==> src/rtl/core/ipc_pkg.sv <==
`timescale 1ns / 1ps

package ipc_pkg;

	localparam int OpW      = 2;
	localparam int PctW     = 7;
	localparam int SecW     = 16;
	localparam int EvW      = 3;
	localparam int CntW     = 32;
	localparam int MsPerSec = 1000;
	// widest threshold in ms: 65535 * 1000 fits in 26 bits
	localparam int MsThrW   = 26;
	localparam int CfgIdxW  = 3;
	localparam int CfgDataW = SecW;

	localparam logic [OpW-1:0] OP_TICK   = 2'd0;
	localparam logic [OpW-1:0] OP_SAMPLE = 2'd1;
	localparam logic [OpW-1:0] OP_TOGGLE = 2'd2;
	localparam logic [OpW-1:0] OP_MANUAL = 2'd3;

	localparam logic [EvW-1:0] EV_NONE        = 3'd0;
	localparam logic [EvW-1:0] EV_AUTO_ON     = 3'd1;
	localparam logic [EvW-1:0] EV_MANUAL_ON   = 3'd2;
	localparam logic [EvW-1:0] EV_OFF_TARGET  = 3'd3;
	localparam logic [EvW-1:0] EV_OFF_TIMEOUT = 3'd4;
	localparam logic [EvW-1:0] EV_OFF_MANUAL  = 3'd5;
	localparam logic [EvW-1:0] EV_OFF_ERROR   = 3'd6;
	localparam logic [EvW-1:0] EV_OFF_MODE    = 3'd7;

	localparam logic [CfgIdxW-1:0] REG_MOISTURE_LOW  = 3'd0;
	localparam logic [CfgIdxW-1:0] REG_MOISTURE_HIGH = 3'd1;
	localparam logic [CfgIdxW-1:0] REG_MAX_WATER     = 3'd2;
	localparam logic [CfgIdxW-1:0] REG_COOLDOWN      = 3'd3;
	localparam logic [CfgIdxW-1:0] REG_MANUAL_WATER  = 3'd4;

	localparam logic [PctW-1:0]   RST_MOISTURE_LOW  = 7'd30;
	localparam logic [PctW-1:0]   RST_MOISTURE_HIGH = 7'd60;
	localparam logic [MsThrW-1:0] RST_MAX_WATER_MS  = MsThrW'(60 * MsPerSec);
	localparam logic [MsThrW-1:0] RST_COOLDOWN_MS   = MsThrW'(300 * MsPerSec);
	localparam logic [MsThrW-1:0] RST_MANUAL_MS     = MsThrW'(10 * MsPerSec);

	typedef struct packed {
		logic [PctW-1:0]   moisture_low;
		logic [PctW-1:0]   moisture_high;
		logic [MsThrW-1:0] max_water_ms;
		logic [MsThrW-1:0] cooldown_ms;
		logic [MsThrW-1:0] manual_water_ms;
	} cfg_t;

	typedef struct packed {
		logic [OpW-1:0]  op;
		logic [PctW-1:0] moisture;
		logic            sensor_fault;
	} item_t;

endpackage

==> src/rtl/core/ipc_if.sv <==
`timescale 1ns / 1ps

interface ipc_item_if;
	logic                      valid;
	logic                      ready;
	logic [ipc_pkg::OpW-1:0]   op;
	logic [ipc_pkg::PctW-1:0]  moisture;
	logic                      sensor_fault;

	modport source (output valid, output op, output moisture, output sensor_fault,
		input ready);
	modport sink (input valid, input op, input moisture, input sensor_fault,
		output ready);
endinterface

interface ipc_result_if;
	logic                     valid;
	logic                     ready;
	logic                     pump_on;
	logic                     manual_mode;
	logic                     fault;
	logic [ipc_pkg::EvW-1:0]  event_res;

	modport source (output valid, output pump_on, output manual_mode, output fault,
		output event_res, input ready);
	modport sink (input valid, input pump_on, input manual_mode, input fault,
		input event_res, output ready);
endinterface

==> src/rtl/core/ipc_cfg.sv <==
`timescale 1ns / 1ps

module ipc_cfg (
	input  logic                           clk,
	input  logic                           arst_n,
	input  logic                           cfg_we,
	input  logic [ipc_pkg::CfgIdxW-1:0]    cfg_index,
	input  logic [ipc_pkg::CfgDataW-1:0]   cfg_data,
	output ipc_pkg::cfg_t                  cfg
);

	logic [ipc_pkg::MsThrW-1:0] data_ms;

	// durations are held in ms so the per-item compares need no multiplier
	assign data_ms = ipc_pkg::MsThrW'(cfg_data[ipc_pkg::SecW-1:0])
		* ipc_pkg::MsThrW'(ipc_pkg::MsPerSec);

	always_ff @(posedge clk or negedge arst_n) begin
		if (!arst_n) begin
			cfg.moisture_low    <= ipc_pkg::RST_MOISTURE_LOW;
			cfg.moisture_high   <= ipc_pkg::RST_MOISTURE_HIGH;
			cfg.max_water_ms    <= ipc_pkg::RST_MAX_WATER_MS;
			cfg.cooldown_ms     <= ipc_pkg::RST_COOLDOWN_MS;
			cfg.manual_water_ms <= ipc_pkg::RST_MANUAL_MS;
		end else if (cfg_we) begin
			unique case (cfg_index)
				ipc_pkg::REG_MOISTURE_LOW:  cfg.moisture_low    <= cfg_data[ipc_pkg::PctW-1:0];
				ipc_pkg::REG_MOISTURE_HIGH: cfg.moisture_high   <= cfg_data[ipc_pkg::PctW-1:0];
				ipc_pkg::REG_MAX_WATER:     cfg.max_water_ms    <= data_ms;
				ipc_pkg::REG_COOLDOWN:      cfg.cooldown_ms     <= data_ms;
				ipc_pkg::REG_MANUAL_WATER:  cfg.manual_water_ms <= data_ms;
				default: ;
			endcase
		end
	end

endmodule

==> src/rtl/core/irrigation_pump_controller_core.sv <==
`timescale 1ns / 1ps

// Irrigation pump controller: one beat per clock on item unless the result register
// stalls, and exactly one result beat per item (input register, then result register);
// an unstalled stream runs at one item per cycle. The whole state update is a single
// pass of compare-and-count logic between those two registers. Durations are converted
// to ms once, when a register is written. Time counters saturate at 2^32-1.
module irrigation_pump_controller_core (
	input  logic                          clk,
	input  logic                          arst_n,
	ipc_item_if.sink                      item,
	ipc_result_if.source                  result,
	input  logic                          cfg_we,
	input  logic [ipc_pkg::CfgIdxW-1:0]   cfg_index,
	input  logic [ipc_pkg::CfgDataW-1:0]  cfg_data
);

	ipc_pkg::cfg_t  cfg;
	ipc_pkg::item_t item_s1;
	logic           valid_s1;
	logic           adv_s1;

	logic                        mode_q, pump_q, fault_q;
	logic [ipc_pkg::PctW-1:0]    moist_q;
	logic [ipc_pkg::CntW-1:0]    run_q, idle_q;

	logic                        mode_n, pump_n, fault_n, do_auto;
	logic [ipc_pkg::PctW-1:0]    moist_n;
	logic [ipc_pkg::CntW-1:0]    run_n, idle_n;
	logic [ipc_pkg::EvW-1:0]     ev;

	logic                        out_valid_q;
	logic                        pump_out_q, mode_out_q, fault_out_q;
	logic [ipc_pkg::EvW-1:0]     ev_out_q;

	ipc_cfg u_cfg (
		.clk       (clk),
		.arst_n    (arst_n),
		.cfg_we    (cfg_we),
		.cfg_index (cfg_index),
		.cfg_data  (cfg_data),
		.cfg       (cfg)
	);

	assign adv_s1     = valid_s1 && (!out_valid_q || result.ready);
	assign item.ready = !valid_s1 || adv_s1;

	always_ff @(posedge clk or negedge arst_n) begin
		if (!arst_n) begin
			valid_s1 <= 1'b0;
		end else if (item.ready) begin
			valid_s1 <= item.valid;
		end
	end

	always_ff @(posedge clk) begin
		if (item.valid && item.ready) begin
			item_s1.op           <= item.op;
			item_s1.moisture     <= item.moisture;
			item_s1.sensor_fault <= item.sensor_fault;
		end
	end

	always_comb begin
		mode_n  = mode_q;
		pump_n  = pump_q;
		fault_n = fault_q;
		moist_n = moist_q;
		run_n   = run_q;
		idle_n  = idle_q;
		ev      = ipc_pkg::EV_NONE;
		do_auto = 1'b0;

		unique case (item_s1.op)
			ipc_pkg::OP_TICK: begin
				if (pump_q) begin
					if (run_q != '1) run_n = run_q + 1'b1;
				end else begin
					if (idle_q != '1) idle_n = idle_q + 1'b1;
				end
				do_auto = 1'b1;
			end
			ipc_pkg::OP_SAMPLE: begin
				moist_n = item_s1.moisture;
				fault_n = item_s1.sensor_fault;
				if (mode_q && pump_q &&
						run_q >= ipc_pkg::CntW'(cfg.manual_water_ms)) begin
					pump_n = 1'b0;
					idle_n = '0;
					ev     = ipc_pkg::EV_OFF_MANUAL;
				end else begin
					do_auto = 1'b1;
				end
			end
			ipc_pkg::OP_TOGGLE: begin
				mode_n = !mode_q;
				if (!mode_q && pump_q) begin
					pump_n = 1'b0;
					idle_n = '0;
					ev     = ipc_pkg::EV_OFF_MODE;
				end
			end
			default: begin
				if (mode_q && !pump_q) begin
					pump_n = 1'b1;
					run_n  = '0;
					ev     = ipc_pkg::EV_MANUAL_ON;
				end
			end
		endcase

		// auto control sees the counters and sample as just updated
		if (do_auto && !mode_q) begin
			if (fault_n) begin
				if (pump_q) begin
					pump_n = 1'b0;
					idle_n = '0;
					ev     = ipc_pkg::EV_OFF_ERROR;
				end
			end else if (!pump_q) begin
				if (moist_n < cfg.moisture_low &&
						idle_n >= ipc_pkg::CntW'(cfg.cooldown_ms)) begin
					pump_n = 1'b1;
					run_n  = '0;
					ev     = ipc_pkg::EV_AUTO_ON;
				end
			end else if (moist_n >= cfg.moisture_high) begin
				pump_n = 1'b0;
				idle_n = '0;
				ev     = ipc_pkg::EV_OFF_TARGET;
			end else if (run_n >= ipc_pkg::CntW'(cfg.max_water_ms)) begin
				pump_n = 1'b0;
				idle_n = '0;
				ev     = ipc_pkg::EV_OFF_TIMEOUT;
			end
		end
	end

	always_ff @(posedge clk or negedge arst_n) begin
		if (!arst_n) begin
			mode_q  <= 1'b0;
			pump_q  <= 1'b0;
			fault_q <= 1'b0;
			moist_q <= '0;
			run_q   <= '0;
			idle_q  <= '0;
		end else if (adv_s1) begin
			mode_q  <= mode_n;
			pump_q  <= pump_n;
			fault_q <= fault_n;
			moist_q <= moist_n;
			run_q   <= run_n;
			idle_q  <= idle_n;
		end
	end

	always_ff @(posedge clk or negedge arst_n) begin
		if (!arst_n) begin
			out_valid_q <= 1'b0;
		end else if (adv_s1) begin
			out_valid_q <= 1'b1;
		end else if (result.ready) begin
			out_valid_q <= 1'b0;
		end
	end

	always_ff @(posedge clk) begin
		if (adv_s1) begin
			pump_out_q  <= pump_n;
			mode_out_q  <= mode_n;
			fault_out_q <= fault_n;
			ev_out_q    <= ev;
		end
	end

	assign result.valid       = out_valid_q;
	assign result.pump_on     = pump_out_q;
	assign result.manual_mode = mode_out_q;
	assign result.fault       = fault_out_q;
	assign result.event_res   = ev_out_q;

endmodule

==> src/flat_wrapper.sv <==
// flat-port wrapper written by rule: the top's interface ports become plain ports
module irrigation_pump_controller_core_flat 
  (clk, arst_n, cfg_we, cfg_index, cfg_data, item_valid, item_op, item_moisture, item_sensor_fault, item_ready, result_valid, result_pump_on, result_manual_mode, result_fault, result_event_res, result_ready);
  ipc_item_if item_i ();
  ipc_result_if result_i ();
  input  logic clk;
  input  logic arst_n;
  input  logic cfg_we;
  input  logic [ipc_pkg::CfgIdxW-1:0] cfg_index;
  input  logic [ipc_pkg::CfgDataW-1:0] cfg_data;
  input wire logic [$bits(item_i.valid)-1:0] item_valid;
  input wire logic [$bits(item_i.op)-1:0] item_op;
  input wire logic [$bits(item_i.moisture)-1:0] item_moisture;
  input wire logic [$bits(item_i.sensor_fault)-1:0] item_sensor_fault;
  output wire logic [$bits(item_i.ready)-1:0] item_ready;
  output wire logic [$bits(result_i.valid)-1:0] result_valid;
  output wire logic [$bits(result_i.pump_on)-1:0] result_pump_on;
  output wire logic [$bits(result_i.manual_mode)-1:0] result_manual_mode;
  output wire logic [$bits(result_i.fault)-1:0] result_fault;
  output wire logic [$bits(result_i.event_res)-1:0] result_event_res;
  input wire logic [$bits(result_i.ready)-1:0] result_ready;
  assign item_i.valid = item_valid;
  assign item_i.op = item_op;
  assign item_i.moisture = item_moisture;
  assign item_i.sensor_fault = item_sensor_fault;
  assign item_ready = item_i.ready;
  assign result_valid = result_i.valid;
  assign result_pump_on = result_i.pump_on;
  assign result_manual_mode = result_i.manual_mode;
  assign result_fault = result_i.fault;
  assign result_event_res = result_i.event_res;
  assign result_i.ready = result_ready;
  irrigation_pump_controller_core u_core (.clk(clk), .arst_n(arst_n), .item(item_i), .result(result_i), .cfg_we(cfg_we), .cfg_index(cfg_index), .cfg_data(cfg_data));
endmodule
==> config.mk <==
export PLATFORM = sky130hd
export DESIGN_NAME = irrigation_pump_controller_core_flat
export DESIGN_NICKNAME = d
export VERILOG_FILES = /design/src/rtl/core/ipc_pkg.sv /design/src/rtl/core/ipc_if.sv /design/src/rtl/core/ipc_cfg.sv /design/src/rtl/core/irrigation_pump_controller_core.sv /design/src/flat_wrapper.sv
export SDC_FILE = /design/constraint.sdc
export NUM_CORES = 1
export LEC_CHECK = 0
export BUFFER_PORTS_ARGS = -buffer_cell sky130_fd_sc_hd__buf_4
export CAP_MARGIN = 20
export CORE_AREA = 2 2 203 205
export DETAILED_ROUTE_END_ITERATION = 8
export DIE_AREA = 0 0 205 207
export GPL_TIMING_DRIVEN = 1
export HOLD_SLACK_MARGIN = 0.12
export PLACE_DENSITY = 0.55
export SLEW_MARGIN = 20
export SYNTH_ARGS = -nofsm -noshare
export SYNTH_HDL_FRONTEND = slang
export SYNTH_SLANG_ARGS = --single-unit
==> constraint.sdc <==
create_clock -name clk -period 9.4 [get_ports clk]
set_input_delay 1.88 -clock clk [delete_from_list [all_inputs] [get_ports clk]]
set_output_delay 1.88 -clock clk [all_outputs]
set_load 0.03 [all_outputs]
==> results.md <==
- The power dissipated by switching net loads is 1520 uW.
- For this run, the number of Yosys warnings is 0.
- Buffers inserted during clock tree synthesis total 17.
- For this run the aggregate overflow at the end of global routing stands at 0.
- The clock root buffer master is clkbuf_16.
- The first-pass GRT wire length is 60.93 mm.
- For the worst setup path, the data arrival time is 6.93 ns.
- In the routed design, unresolved DRC markers number 0.
- In this run the tool buffered the top-level ports with 41 buffer cells.
- The clock sink total is 175.
- Timing would allow up to 151.2 MHz.
- The worst clock skew on the final layout is 0.01337 ns.
- The weighted congestion at the end of routability-driven global placement is 0.8704.
- The worst setup path is launched from an input port.
- The total number of vias is 11270.
- In this run the remaining antenna-violating nets after routing total 0.
- The number of global-route vias before repair is 11070.
- Setup violations remaining at the end of the flow were counted as 0.
- The accumulated negative setup slack is 0 ns.
- The period utilization is 70.37%.
- The total global-route track usage is 18.16%.
- The floorplan step set the die height to 207 microns.
- Of the total power, the share spent switching nets is 43.57%.
- The top-level port count is 42.
- For this run, the register share of the synthesized area comes to 32.34%.
- The cell area that synthesis handed to floorplanning was 13900 sq um.
- The clock slew at the register clock pins of the worst setup and hold paths is 0.07 ns.
- The critical path is of the input port to flop type.
- The repair_antennas step left the layout with diodes totalling 0.
- Once detailed placement completed, the half-perimeter wirelength came to 27.81 mm.
- The net total in the final layout is 1808.
- Each instance of the synthesized netlist takes up on average 8.807 sq um.
- After detailed routing, the number of vias per cell comes to 5.307.
- The number of standard-cell rows in the floorplan is 74.
- Sequential cells account for 32.0% of the total power.
- The final hold violation count is 0.
- Dividing the detail-routed wire length by the instance count gives 17.53 microns.
- Summing all flip-flop and latch instances after layout gives 4494 sq um.
- The proportion of synthesized flip-flops having asynchronous set or reset is 90.86%.
- The number of gates resized after cts is 0.
- The first routing iteration left 796 violations.
- The run finished with clean final reports.
- The number of H-tree levels is 4.
- The number of enable-type register cells in the synthesized netlist is 16.
- In this run, distinct cell masters in the synthesized netlist total 78.
- Combinational logic burns 47.5% of the power.
- Entering global routing, the biggest net connects 85 pins.
- The number of antenna violations at the first check in global routing is 0.
- In this run the power density over the cells is 228.5 nW/um^2.
- The overall die area is 42440 sq um.
- In this run the tightest slew margin relative to its limit is 32.52%.
- In the final layout, the multi-input gates occupy 8538 sq um.
- After filler insertion, the fill cell instance count of the layout stands at 4161.
- After clock tree synthesis, the setup repair step added 0 buffers.
- The later pin in the worst-skew pair is clocked with a latency of 0.45 ns.
- The transition time of the tightest slew-check pin is 1.010 ns.
- Setup repair after global routing left no endpoint under its margin.
- The number of nets in the synthesized netlist is 1808.
- The die is 205 microns wide.
- The TritonCTS clock tree is yes.
- For this run, the detailed router's first-pass iteration total came to 6.
- The number of pins exceeding their max-slew limit in the final report was 0.
- The most instantiated flip-flop cell in the synthesis netlist is dfrtp_1.
- Across the VDD grid, the largest voltage drop is 0.1351 mV.
- In this run, post-CTS hold repair placed 0 buffers.
- The worst setup path is captured at a flop.
- The final core utilization is 37.82%.
- The part of the total power dissipated in the clock network is 20.5%.
- The region available for standard cell placement spans 40370 sq um.
- The number of placed instances, taps included, is 2091.
- Summed over all cells, the static leakage comes to 0.006811 uW.
- Across the run, the number of max-cap violations was 0.
- The internal power of the cells is 1969 uW.
- In the synthesized netlist, the number of instances is 1578.
- The maximum buffer depth of the clock tree is 2.
- The fraction of layout cells with a size suffix above 1 is 10.87%.
- The final instance count without filler cells is 2123.
- The starting density of the core is 34.43%.
- The final layout contains routed wiring with a total length of 37.23 mm.
- The total of flip-flops plus latches after synthesis is 175.
- Of all nets on the critical path, the largest fanout is 8.
- The path class of the tightest hold or removal check is flop to flop.
- The critical path required time is 9.71 ns.
- The minimum period implied by the final worst setup slack is 6.615 ns.
- The signed area change from the synthesized netlist to the final layout is 9.858%.
## through the flow
step / hold WS (ns) / setup WS [ns] / area [sq um] / total power, uW
after floorplan: 0.4492 / 3.030 / 13900 / 2269
after global placement: 0.4630 / 2.471 / 14680 / 2754
after detailed placement: 0.4708 / 2.380 / 14680 / 2795
after CTS: 0.4841 / 2.822 / 15260 / 3523
after global routing: 0.5029 / 2.253 / 15270 / 3808
final: 0.4816 / 2.785 / 15270 / 3489
## logic make-up after synthesis
logic type,after synthesis,share of synthesized area (%)
adder cells (fa/ha/maj),196,20.56
buffers and inverters,225,6.365
XOR/XNOR,33,2.080
flip-flops,175,32.34
multiplexers,36,2.872
AND/OR/NAND/NOR,508,17.57
AO/OA/AOI/OAI,405,18.21
## path summary, 6_finish.rpt
| check | start | depth (start not counted) | end | slack, ns |
|---|---|---|---|---|
| setup / recovery | cfg_data[2] | 18 | u_core.u_cfg.cfg[77] | 2.79 |
| hold / removal | u_core.u_cfg.cfg[67] | 2 | u_core.u_cfg.cfg[67] | 0.48 |
| setup reg to reg | u_core.u_cfg.cfg[13] | 24 | u_core.run_q[27] | 3.36 |
| hold reg to reg | u_core.u_cfg.cfg[67] | 2 | u_core.u_cfg.cfg[67] | 0.48 |
| max in group asynchronous | arst_n | 2 | u_core.u_cfg.cfg[30] | 6.40 |
| min in group asynchronous | arst_n | 1 | u_core.run_q[19] | 1.51 |
## power groups by stage
| stage | combinational (uW) | clock [uW] | sequential, uW |
|---|---|---|---|
| floorplan | 1190 | 0 | 1080 |
| global placement | 1630 | 0 | 1120 |
| detailed placement | 1660 | 0 | 1130 |
| CTS | 1670 | 731 | 1120 |
| global route | 1900 | 762 | 1150 |
| finish | 1660 | 714 | 1120 |
## flip-flops by register name, indices dropped and copies added (netlist names)
register and cells:
u_core.idle_q 32, u_core.u_cfg.cfg 83, u_core.item_s1 10, u_core.run_q 32
u_core.result.fault 1, u_core.result.event_res 3, u_core.result.valid 1, u_core.mode_q 1
u_core.moist_q 7, u_core.fault_q 1, u_core.result.manual_mode 1, u_core.valid_s1 1
u_core.result.pump_on 1, u_core.pump_q 1
## Yosys cell counts, types with 18 or more instances
master | instances | area [sq um]
nand2_1 | 236 | 885.9
ha_1 | 142 | 1777
nor3_1 | 28 | 140.1
o31ai_1 | 33 | 247.7
dfstp_2 | 28 | 735.7
nor2_1 | 71 | 266.5
mux2_2 | 31 | 349.1
dfrtp_1 | 131 | 3278
clkbuf_1 | 50 | 187.7
a21oi_1 | 63 | 315.3
fa_1 | 54 | 1081
nand3_1 | 42 | 210.2
o21ai_0 | 166 | 830.8
nand4_1 | 29 | 181.4
inv_1 | 149 | 559.3
xnor2_1 | 18 | 157.7
## layout make-up
cell class | instances | area share (%)
multi-input combinational | 1178 | 55.93
sequential | 175 | 29.44
tap | 532 | 4.360
inverter | 150 | 3.688
clock buffer | 18 | 2.877
timing repair buffer | 56 | 2.778
clock inverter | 14 | 0.9343
## worst max-delay path, cell delays in order
cell,delay (ns)
buf_4,0.15
fa_1,0.54
inv_1,0.06
fa_1,0.52
inv_1,0.05
fa_1,0.56
fa_1,0.42
ha_1,0.34
o21ai_0,0.13
a21boi_0,0.34
nand3_1,0.14
a2111oi_0,0.52
a2111oi_0,0.21
a21o_1,0.23
o22ai_1,0.19
o21ai_0,0.14
a211oi_1,0.37
mux2i_1,0.12
## cells in the final DEF, fill, tap and decap left out, types with 5 or more instances in the layout
cell       count
a2111oi_0      8
a211oi_1       9
a21o_1        14
a21oi_1       63
a22o_1         8
a22oi_1       14
a31oi_1       16
and2_1        12
and3_1        16
and4_1        10
buf_4         55
clkbuf_16     17
dfrtp_1      131
dfstp_2       28
edfxtp_1      16
fa_1          54
ha_1         142
inv_1        149
inv_8          5
mux2_2        31
mux2i_1        5
nand2_1      235
nand2b_1      11
nand3_1       42
nand4_1       29
nor2_1        70
nor2b_1       13
nor3_1        28
nor4_1         7
o211ai_1       5
o21a_1         5
o21ai_0      166
o22ai_1        8
o31a_1        11
o31ai_1       33
or3_1          9
xnor2_1       18
xor2_1        15
## layer usage
metal	wire [microns]	up-vias	track usage, %
met4	767	0	5.011
met1	17620	5406	25.31
met2	17190	271	28.70
li1	-	5555	-
met3	1645	35	3.461
met5	0	-	0
No activity file was read; power rests on OpenSTA's default activity.
